===== config.mk =====
export PLATFORM = sky130hd
export DESIGN_NAME = circular_deque_unit
export DESIGN_NICKNAME = d
export VERILOG_FILES = /design/src/cdq_pkg.sv /design/src/cdq_ring.sv /design/src/circular_deque_unit.sv
export SDC_FILE = /design/constraint.sdc
export NUM_CORES = 1
export LEC_CHECK = 0
export BUFFER_PORTS_ARGS = -buffer_cell sky130_fd_sc_hd__buf_2
export CORE_MARGIN = 5
export CORE_UTILIZATION = 54
export DETAILED_ROUTE_END_ITERATION = 12
export HOLD_SLACK_MARGIN = 0.08
export PLACE_DENSITY = 0.71
export SLEW_MARGIN = 10
export SYNTH_ARGS = -nofsm -noshare
export SYNTH_HDL_FRONTEND = slang
export SYNTH_HIERARCHICAL = 1
export SYNTH_SLANG_ARGS = --single-unit

===== constraint.sdc =====
create_clock -name clk_i -period 6.7 [get_ports clk_i]
set_input_delay 1.34 -clock clk_i [delete_from_list [all_inputs] [get_ports clk_i]]
set_output_delay 1.34 -clock clk_i [all_outputs]
set_load 0.01 [all_outputs]

===== src/cdq_pkg.sv =====
// Shared types and constants for the circular deque unit.
// Holds the request and response structs, action and status codes.
// No dependencies.
package cdq_pkg;

  localparam int unsigned DepthDefault    = 16;
  localparam int unsigned WordBitsDefault = 32;
  localparam int unsigned DataW           = 32;
  localparam int unsigned CountW          = 5;

  typedef enum logic [2:0] {
    ACT_PUSH_FRONT = 3'd0,
    ACT_PUSH_BACK  = 3'd1,
    ACT_POP_FRONT  = 3'd2,
    ACT_POP_BACK   = 3'd3,
    ACT_PEEK_FRONT = 3'd4,
    ACT_PEEK_BACK  = 3'd5,
    ACT_CLEAR      = 3'd6
  } action_e;

  typedef enum logic [1:0] {
    STAT_OK    = 2'd0,
    STAT_EMPTY = 2'd1,
    STAT_FULL  = 2'd2
  } status_e;

  typedef struct packed {
    logic [2:0]              action;
    logic signed [DataW-1:0] value;
  } cdq_req_t;

  typedef struct packed {
    logic signed [DataW-1:0] data;
    logic [1:0]              status;
    logic [CountW-1:0]       count;
    logic                    empty_flag;
    logic                    full_flag;
  } cdq_rsp_t;

endpackage


===== src/cdq_ring.sv =====
// Ring store of the circular deque: one write port and one read port.
// The read data is registered, so it appears in the cycle after the read.
// No package dependencies.
module cdq_ring #(
  parameter int unsigned DEPTH     = 16,
  parameter int unsigned WORD_BITS = 32
) (
  input  logic                         clk_i,
  input  logic                         wr_en_i,
  input  logic [$clog2(DEPTH)-1:0]     wr_addr_i,
  input  logic [WORD_BITS-1:0]         wr_data_i,
  input  logic                         rd_en_i,
  input  logic [$clog2(DEPTH)-1:0]     rd_addr_i,
  output logic [WORD_BITS-1:0]         rd_data_o
);

  logic [WORD_BITS-1:0] mem_q [DEPTH];
  logic [WORD_BITS-1:0] rd_data_q;

  always_ff @(posedge clk_i) begin
    if (wr_en_i) begin
      mem_q[wr_addr_i] <= wr_data_i;
    end
  end

  always_ff @(posedge clk_i) begin
    if (rd_en_i) begin
      rd_data_q <= mem_q[rd_addr_i];
    end
  end

  assign rd_data_o = rd_data_q;

endmodule


===== src/circular_deque_unit.sv =====
// Top level of the circular deque: pointers, count, control and result register.
// Depends on cdq_pkg and instantiates cdq_ring for the word store.
//
//   Channel | Valid       | Stall       | Payload
//   --------+-------------+-------------+-----------------------
//   request | in_valid_i  | in_stall_o  | in_req_i   (cdq_req_t)
//   result  | out_valid_o | out_stall_i | out_rsp_o  (cdq_rsp_t)
//
// Push, clear, unknown actions and a pop or peek on an empty deque fill the result
// register directly; a pop or peek that reads a word waits in ST_READ for the read
// port of the ring store. A new request is taken while the result register drains.
// Reset clears the pointers, the count and the control; the store is not cleared.
// A stalled result holds the request channel until the result is taken.
module circular_deque_unit #(
  parameter int unsigned DEPTH     = cdq_pkg::DepthDefault,
  parameter int unsigned WORD_BITS = cdq_pkg::WordBitsDefault
) (
  input  logic              clk_i,
  input  logic              rst_ni,
  input  logic              in_valid_i,
  output logic              in_stall_o,
  input  cdq_pkg::cdq_req_t in_req_i,
  output logic              out_valid_o,
  input  logic              out_stall_i,
  output cdq_pkg::cdq_rsp_t out_rsp_o
);

  import cdq_pkg::*;

  localparam int unsigned AddrW = $clog2(DEPTH);
  localparam int unsigned CntW  = $clog2(DEPTH + 1);

  typedef enum logic [1:0] {
    ST_IDLE = 2'b01,
    ST_READ = 2'b10
  } state_e;

  state_e            state_q, state_d;
  logic [AddrW-1:0]  front_q, front_d;
  logic [AddrW-1:0]  back_q, back_d;
  logic [CntW-1:0]   count_q, count_d;
  logic              out_valid_q, out_valid_d;
  cdq_rsp_t          rsp_q, rsp_d;

  logic              accept;
  logic              is_empty;
  logic              is_full;
  logic              need_rd;
  logic              wr_en;
  logic [AddrW-1:0]  wr_addr;
  logic [AddrW-1:0]  rd_addr;
  logic [1:0]        status;
  logic signed [DataW-1:0] imm_data;
  logic [CntW+CountW-1:0]  count_wide;
  logic [WORD_BITS-1:0]    wr_word;
  logic [WORD_BITS-1:0]    rd_word;
  logic signed [DataW-1:0] rd_data;

  function automatic logic [AddrW-1:0] step_up(input logic [AddrW-1:0] p);
    step_up = (p == AddrW'(DEPTH - 1)) ? '0 : p + AddrW'(1);
  endfunction

  function automatic logic [AddrW-1:0] step_down(input logic [AddrW-1:0] p);
    step_down = (p == '0) ? AddrW'(DEPTH - 1) : p - AddrW'(1);
  endfunction

  generate
    if (WORD_BITS <= DataW) begin : g_narrow_wr
      assign wr_word = in_req_i.value[WORD_BITS-1:0];
    end else begin : g_wide_wr
      assign wr_word = {{(WORD_BITS - DataW){in_req_i.value[DataW-1]}}, in_req_i.value};
    end
    if (WORD_BITS >= DataW) begin : g_wide_rd
      assign rd_data = rd_word[DataW-1:0];
    end else begin : g_narrow_rd
      assign rd_data = {{(DataW - WORD_BITS){rd_word[WORD_BITS-1]}}, rd_word};
    end
  endgenerate

  assign in_stall_o = (state_q != ST_IDLE) || (out_valid_q && out_stall_i);
  assign accept     = in_valid_i && !in_stall_o;
  assign is_empty   = (count_q == '0);
  assign is_full    = (count_q == CntW'(DEPTH));

  always_comb begin
    front_d  = front_q;
    back_d   = back_q;
    count_d  = count_q;
    status   = STAT_OK;
    need_rd  = 1'b0;
    wr_en    = 1'b0;
    wr_addr  = back_q;
    rd_addr  = front_q;
    unique case (in_req_i.action) inside
      ACT_PUSH_FRONT: begin
        if (is_full) begin
          status = STAT_FULL;
        end else begin
          front_d = step_down(front_q);
          wr_en   = 1'b1;
          wr_addr = step_down(front_q);
          count_d = count_q + CntW'(1);
        end
      end
      ACT_PUSH_BACK: begin
        if (is_full) begin
          status = STAT_FULL;
        end else begin
          back_d  = step_up(back_q);
          wr_en   = 1'b1;
          wr_addr = back_q;
          count_d = count_q + CntW'(1);
        end
      end
      ACT_POP_FRONT, ACT_PEEK_FRONT: begin
        if (is_empty) begin
          status = STAT_EMPTY;
        end else begin
          need_rd = 1'b1;
          rd_addr = front_q;
          if (action_e'(in_req_i.action) == ACT_POP_FRONT) begin
            front_d = step_up(front_q);
            count_d = count_q - CntW'(1);
          end
        end
      end
      ACT_POP_BACK, ACT_PEEK_BACK: begin
        if (is_empty) begin
          status = STAT_EMPTY;
        end else begin
          need_rd = 1'b1;
          rd_addr = step_down(back_q);
          if (action_e'(in_req_i.action) == ACT_POP_BACK) begin
            back_d  = step_down(back_q);
            count_d = count_q - CntW'(1);
          end
        end
      end
      ACT_CLEAR: begin
        front_d = '0;
        back_d  = '0;
        count_d = '0;
      end
      default: begin
      end
    endcase
  end

  assign imm_data   = (status == STAT_EMPTY) ? '1 : '0;
  assign count_wide = (CntW + CountW)'(count_d);

  always_comb begin
    state_d     = state_q;
    rsp_d       = rsp_q;
    out_valid_d = out_valid_q && out_stall_i;
    unique case (state_q)
      ST_IDLE: begin
        if (accept) begin
          rsp_d.data       = imm_data;
          rsp_d.status     = status;
          rsp_d.count      = count_wide[CountW-1:0];
          rsp_d.empty_flag = (count_d == '0);
          rsp_d.full_flag  = (count_d == CntW'(DEPTH));
          if (need_rd) begin
            state_d = ST_READ;
          end else begin
            out_valid_d = 1'b1;
          end
        end
      end
      ST_READ: begin
        rsp_d.data  = rd_data;
        out_valid_d = 1'b1;
        state_d     = ST_IDLE;
      end
      default: begin
        state_d = ST_IDLE;
      end
    endcase
  end

  always_ff @(posedge clk_i or negedge rst_ni) begin
    if (!rst_ni) begin
      state_q     <= ST_IDLE;
      front_q     <= '0;
      back_q      <= '0;
      count_q     <= '0;
      out_valid_q <= 1'b0;
    end else begin
      state_q     <= state_d;
      out_valid_q <= out_valid_d;
      if (accept) begin
        front_q <= front_d;
        back_q  <= back_d;
        count_q <= count_d;
      end
    end
  end

  always_ff @(posedge clk_i) begin
    rsp_q <= rsp_d;
  end

  cdq_ring #(
    .DEPTH     (DEPTH),
    .WORD_BITS (WORD_BITS)
  ) u_ring (
    .clk_i     (clk_i),
    .wr_en_i   (accept && wr_en),
    .wr_addr_i (wr_addr),
    .wr_data_i (wr_word),
    .rd_en_i   (accept && need_rd),
    .rd_addr_i (rd_addr),
    .rd_data_o (rd_word)
  );

  assign out_valid_o = out_valid_q;
  assign out_rsp_o   = rsp_q;

endmodule


# Yosys cells after proc, flatten, opt, wreduce, memory -nomap -nowiden

Memories as Yosys holds them, arrays and structs flattened. A register that Yosys moved wholly into a read port is not among the register bits.
Index checks and enable logic that the tools add are counted.

Bits in writable memories: 512
Output and inout port bits: 43
Word-level logic and storage cells: 102
Memories kept: 1
Bits in registers: 57
Input bits: 39

Multiplexer cells: 40
Equality and inequality tests: 22
Reductions and logical operators: 23
Add/sub/neg operators: 6

Memories:

| memory       | words | width | read ports | clocked after memory_dff | wr ports | RTL line       | RTL |
|---|---|---|---|---|---|---|---|
| u_ring.mem_q | 16    | 32    | 1          | 1                        | 1        | cdq_ring.sv:17 | `logic [WORD_BITS-1:0] mem_q [DEPTH];` |

Operators by type and width:

| cell                  | count |
|---|---|
| $pmux W32 S2          | 1 |
| $mux W4               | 14 |
| $mux W41              | 1 |
| $mux W32              | 1 |
| $mux W5               | 5 |
| $pmux W4 S3           | 2 |
| $pmux W5 S4           | 1 |
| $ne A2 B2 Y1 const B  | 8 |
| $eq A5 B5 Y1 const B  | 2 |
| $logic_not A5 Y1      | 2 |
| $reduce_and A5 Y1     | 2 |
| $eq A3 B3 Y1 const B  | 3 |
| $mux W1               | 9 |
| $add A4 B1 Y4 const B | 2 |
| $eq A4 B4 Y1 const B  | 2 |
| $logic_not A4 Y1      | 2 |
| $mux W2               | 4 |
| $sub A4 B1 Y4 const B | 2 |
| $eq A3 B2 Y1 const B  | 2 |
| $reduce_and A2 Y1     | 3 |
| $reduce_bool A3 Y1    | 2 |
| $reduce_or A2 Y1      | 3 |
| $add A5 B1 Y5 const B | 1 |
| $sub A5 B1 Y5 const B | 1 |
| other kinds (12)      | 16 |

# Longest topological paths before layout

Depth after elaboration: 7
Gate-level depth with buffers: 12
Gate-level depth less buffers: 9

# Hierarchy

Netlist, hierarchy kept.

Modules (own cells, without submodules):

| module              | area each (um^2) | times used | cells an instance |
|---|---|---|---|
| cdq_ring            | 20155.6          | 1          | 838 |
| circular_deque_unit | 3158.0           | 1          | 334 |

# Least setup slack after synthesis

OpenSTA, ideal clock, no wires.

Path kind: input to register
From: input port in_req_i[33] in the netlist's numbering
To: memory u_ring.mem_q[0][0] (enable)
Library setup time: 0.461 ns
Path slack: 0.874 ns
Cell stages on the path: 8
Path buffers: 2
Required time: 6.239 ns
Data arrival time: 5.365 ns
Cells stage by stage: buf_2 > buf_1 > nor2_1 > o21ai_0 > nor2_1 > mux2_2 > or3b_2 > nor3_1

Elaborated cells on any way between the ends: 8

RTL lines:

| item                              | RTL line                  | RTL |
|---|---|---|
| start: declaration                | circular_deque_unit.sv:22 | `input cdq_pkg::cdq_req_t in_req_i,` |
| $logic_not A3 Y1 (no source line) | -                         |  |
| $mux W4                           | circular_deque_unit.sv:94 | `unique case (in_req_i.action) inside` |
| via wr_addr[3]                    | circular_deque_unit.sv:50 | `logic [AddrW-1:0] wr_addr;` |
| end: declaration                  | cdq_ring.sv:17            |  |

The timed path passes the listed nets, and every way through them passes these cells.

# Final worst setup path

From: register count_q[0]
To: memory u_ring.mem_q[1][13] (enable)

Elaborated cells on any way between the ends: 8

RTL lines:

| item                     | RTL line                   | RTL |
|---|---|---|
| start: declaration       | circular_deque_unit.sv:41  | `logic [CntW-1:0] count_q, count_d;` |
| start signal: assignment | circular_deque_unit.sv:195 | `count_q <= count_d;` |
| $eq A5 B5 Y1             | circular_deque_unit.sv:83  | `assign is_full = (count_q == CntW'(DEPTH));` |
| $mux W4                  | circular_deque_unit.sv:96  | `if (is_full) begin` |
| $mux W4                  | circular_deque_unit.sv:94  |  |
| via wr_addr[0]           | circular_deque_unit.sv:50  |  |

The timed path passes the listed nets, and every way through them passes these cells.

==> results.cfg <==
[routing]
wire_per_inst_um = 25.27
avgViaCountPerCell = 6.023
wl_um = 48140
dr.first_iter.drc_count = 1098
drt_pass1_iterations = 5
drc = 0
num_vias = 11470
ant_nets = 0

[sta]
timing.hold.ws_ns = 0.5197
slew_headroom = 0.1497
hold_violations = 0
grt_setup_unrepaired = no
setup_viol = 0
tightest_slew_ns = 1.272
finClkSkew_ns = 0.02052
finalCritPeriodShare = 0.6972
finalCriticalPeriod_ns = 4.671
setup_ws_ns = 2.029
fin_tns_setup_ns = 0
fmax_mhz = 214.1
maxSlewViolCount = 0

[cts]
post_cts_buffers = 0
htree_levels = 2
cts_buffers = 60
clock-sinks = 601
cts_resized = 0
cts_hold_buf = 0
insertion_delay_ns = 0.61
cts_root_buffer = clkbuf_16
clkTransAtPathRegs_ns = 0.06
cts_tree = yes
clock_path_buffers = 3

[floorplan]
fp.dieW_um = 217.8
io_pins = 82
dieArea_um2 = 47430
initial_core_util = 0.5436
num_rows = 76
fp.dieH_um = 217.8
coreArea_um2 = 42890

[placed_design]
dp_cells = 1796
pre_cts_ws_ns = 1.639
hpwl_um = 26780
place.gp.congestion = 0.8226
io_buffers = 81

[setup_path]
crit_path_end_kind = register
slowest_delay_ns = 1.07
startpoint_type = register
worst_path_max_delay_cell = nor2_4
crit_type = reg2reg
critPathMaxFanout = 32
cp.required_ns = 6.91
cp.arrival_ns = 4.88
startpoint = count_q[0]
crit_chain = inv_1 > ha_1 > or3b_4 > o21ai_0 > nor2_1 > a31oi_1 > nand2b_1 > nor2_4
r2r-start = count_q[0]

[finish]
final_util = 0.6165
finish.net_count = 1325
drive_gt1_frac = 0.2669
syn_to_final_growth_pct = 13.41
stdcell_count = 1905

[min_path]
min_from = u_ring/rd_data_o[31]
hp-class = reg2reg

[global_routing]
grt.overflow.total = 0
grt_max_degree = 56
grt_pass1_vias = 11760
grt_pass1_wl_um = 73440
antenna_found_initial = 1
track_usage = 0.2061

[yosys]
yosysTopAreaCell = edfxtp_1
synth.most_common_cell = edfxtp_1
ys_seq_area_frac = 0.7707
synthTopCellsByArea = edfxtp_1 75%, mux4_2 12%, a22oi_1 2.1%, nand2_1 1.9%, dfrtp_1 1.6%
synth.avg_cell_area_um2 = 19.89
synth-seq-cells = 601
syn_nets = 1220
synth_edf_count = 585
syn_area_um2 = 23310
synth_top_area_frac = 0.7535
netlist_top_cells_count = 585 x edfxtp_1, 128 x mux4_2, 117 x nand2_1, 65 x a22oi_1, 32 x nor2_1
ys.flop_type = edfxtp_1
async_flop_share = 0.02662
postSynthCellCount = 1172
synthDistinctLibCells = 58
synth_warnings = 6

[power]
ir_drop_v = 0.0004206
leakagePower_nw = 8.731
power_density_nw_per_um2 = 401.5

[status]
status = finished clean

[run]
cap_violations = 0
-- cells in the final DEF (no fill, tap or decap), types with 3 or more instances in the layout --
cell type  count
nand2_1      117
nor2b_1        6
nor3_1         4
a22o_1         3
buf_12         9
a31oi_1        5
clkbuf_1      16
buf_2         81
nor3_2         4
a22oi_1       65
edfxtp_1     585
a21oi_1       16
mux2_2         4
xnor2_1        4
nand2b_1       6
o31ai_1        7
buf_4         15
nor2_1        19
mux4_2       128
dfrtp_1       15
nor2_4        13
nand3b_1       3
nand3_1       11
bufinv_16      3
ha_1           8
clkinv_2       8
inv_1         17
clkinv_1      14
clkbuf_16     60
o21ai_0       18
-- critical path, delay by kind of cell (launching register included) --
family                   cells  cell delay [ns]
flip-flops                   1             0.46
buffers and inverters        1             0.15
AND/OR/NAND/NOR              4             2.19
AO/OA/AOI/OAI                2             1.13
adder cells (fa/ha/maj)      1             0.30
-- registers in the layout (all words and copies together), names as in the netlist --
signal,cells
front_q,4
out_valid_o,1
out_rsp_o,41
u_ring/mem_q,512
back_q,4
count_q,5
state_q,2
u_ring/rd_data_o,32
-- metrics by stage --
| stage | cell area, um2 | power, mW |
|---|---|---|
| after floorplan | 23310 | 6.765 |
| after global placement | 24510 | 7.579 |
| after detailed placement | 24570 | 7.617 |
| after CTS | 26350 | 10.69 |
| after global routing | 26440 | 11.10 |
| final | 26440 | 10.61 |
-- area by class of cell --
class                           count  area [um2]
Timing Repair Buffer              106       725.7
Tap cell                          585       732.0
Antenna cell                        1       2.502
Multi-Input combinational cell    489        5159
Sequential cell                   601       17970
Clock inverter                     28       220.2
Fill cell                        2936       16450
Clock buffer                       76        1562
Inverter                           19       71.32
-- path summary, 6_finish.rpt --
path	cells after the start	end	slack, ns
max reg2reg	8	u_ring/mem_q[1][13]	2.03
max in group asynchronous	1	state_q[0]	5.71
max	8	u_ring/mem_q[1][13]	2.03
min in group asynchronous	1	count_q[3]	0.66
min	2	out_rsp_o[40]	0.52
min reg2reg	2	out_rsp_o[40]	0.52
-- where the power goes --
part	internal [mW]	total (mW)	switching, mW
clock network	1.75	3.07	1.33
logic	1.26	2.92	1.66
registers	4.48	4.62	0.135
-- routing by layer --
layer,part of all wire,GRT usage,up-vias
li1,-,-,4980
met1,0.42,0.2976,6020
met2,0.49,0.3336,418
met3,0.070,0.04109,56
met4,0.018,0.04773,0
met5,0,0,-
-- logic make-up after synthesis --
logic type / share of synthesized area
xor+xnor: 0.002254
buf+inv: 0.01551
fa+ha+maj: 0.004830
flops: 0.7707
simple gates: 0.03988
compound gates: 0.04036
mux: 0.1264
(Power assumes the default switching activity.)
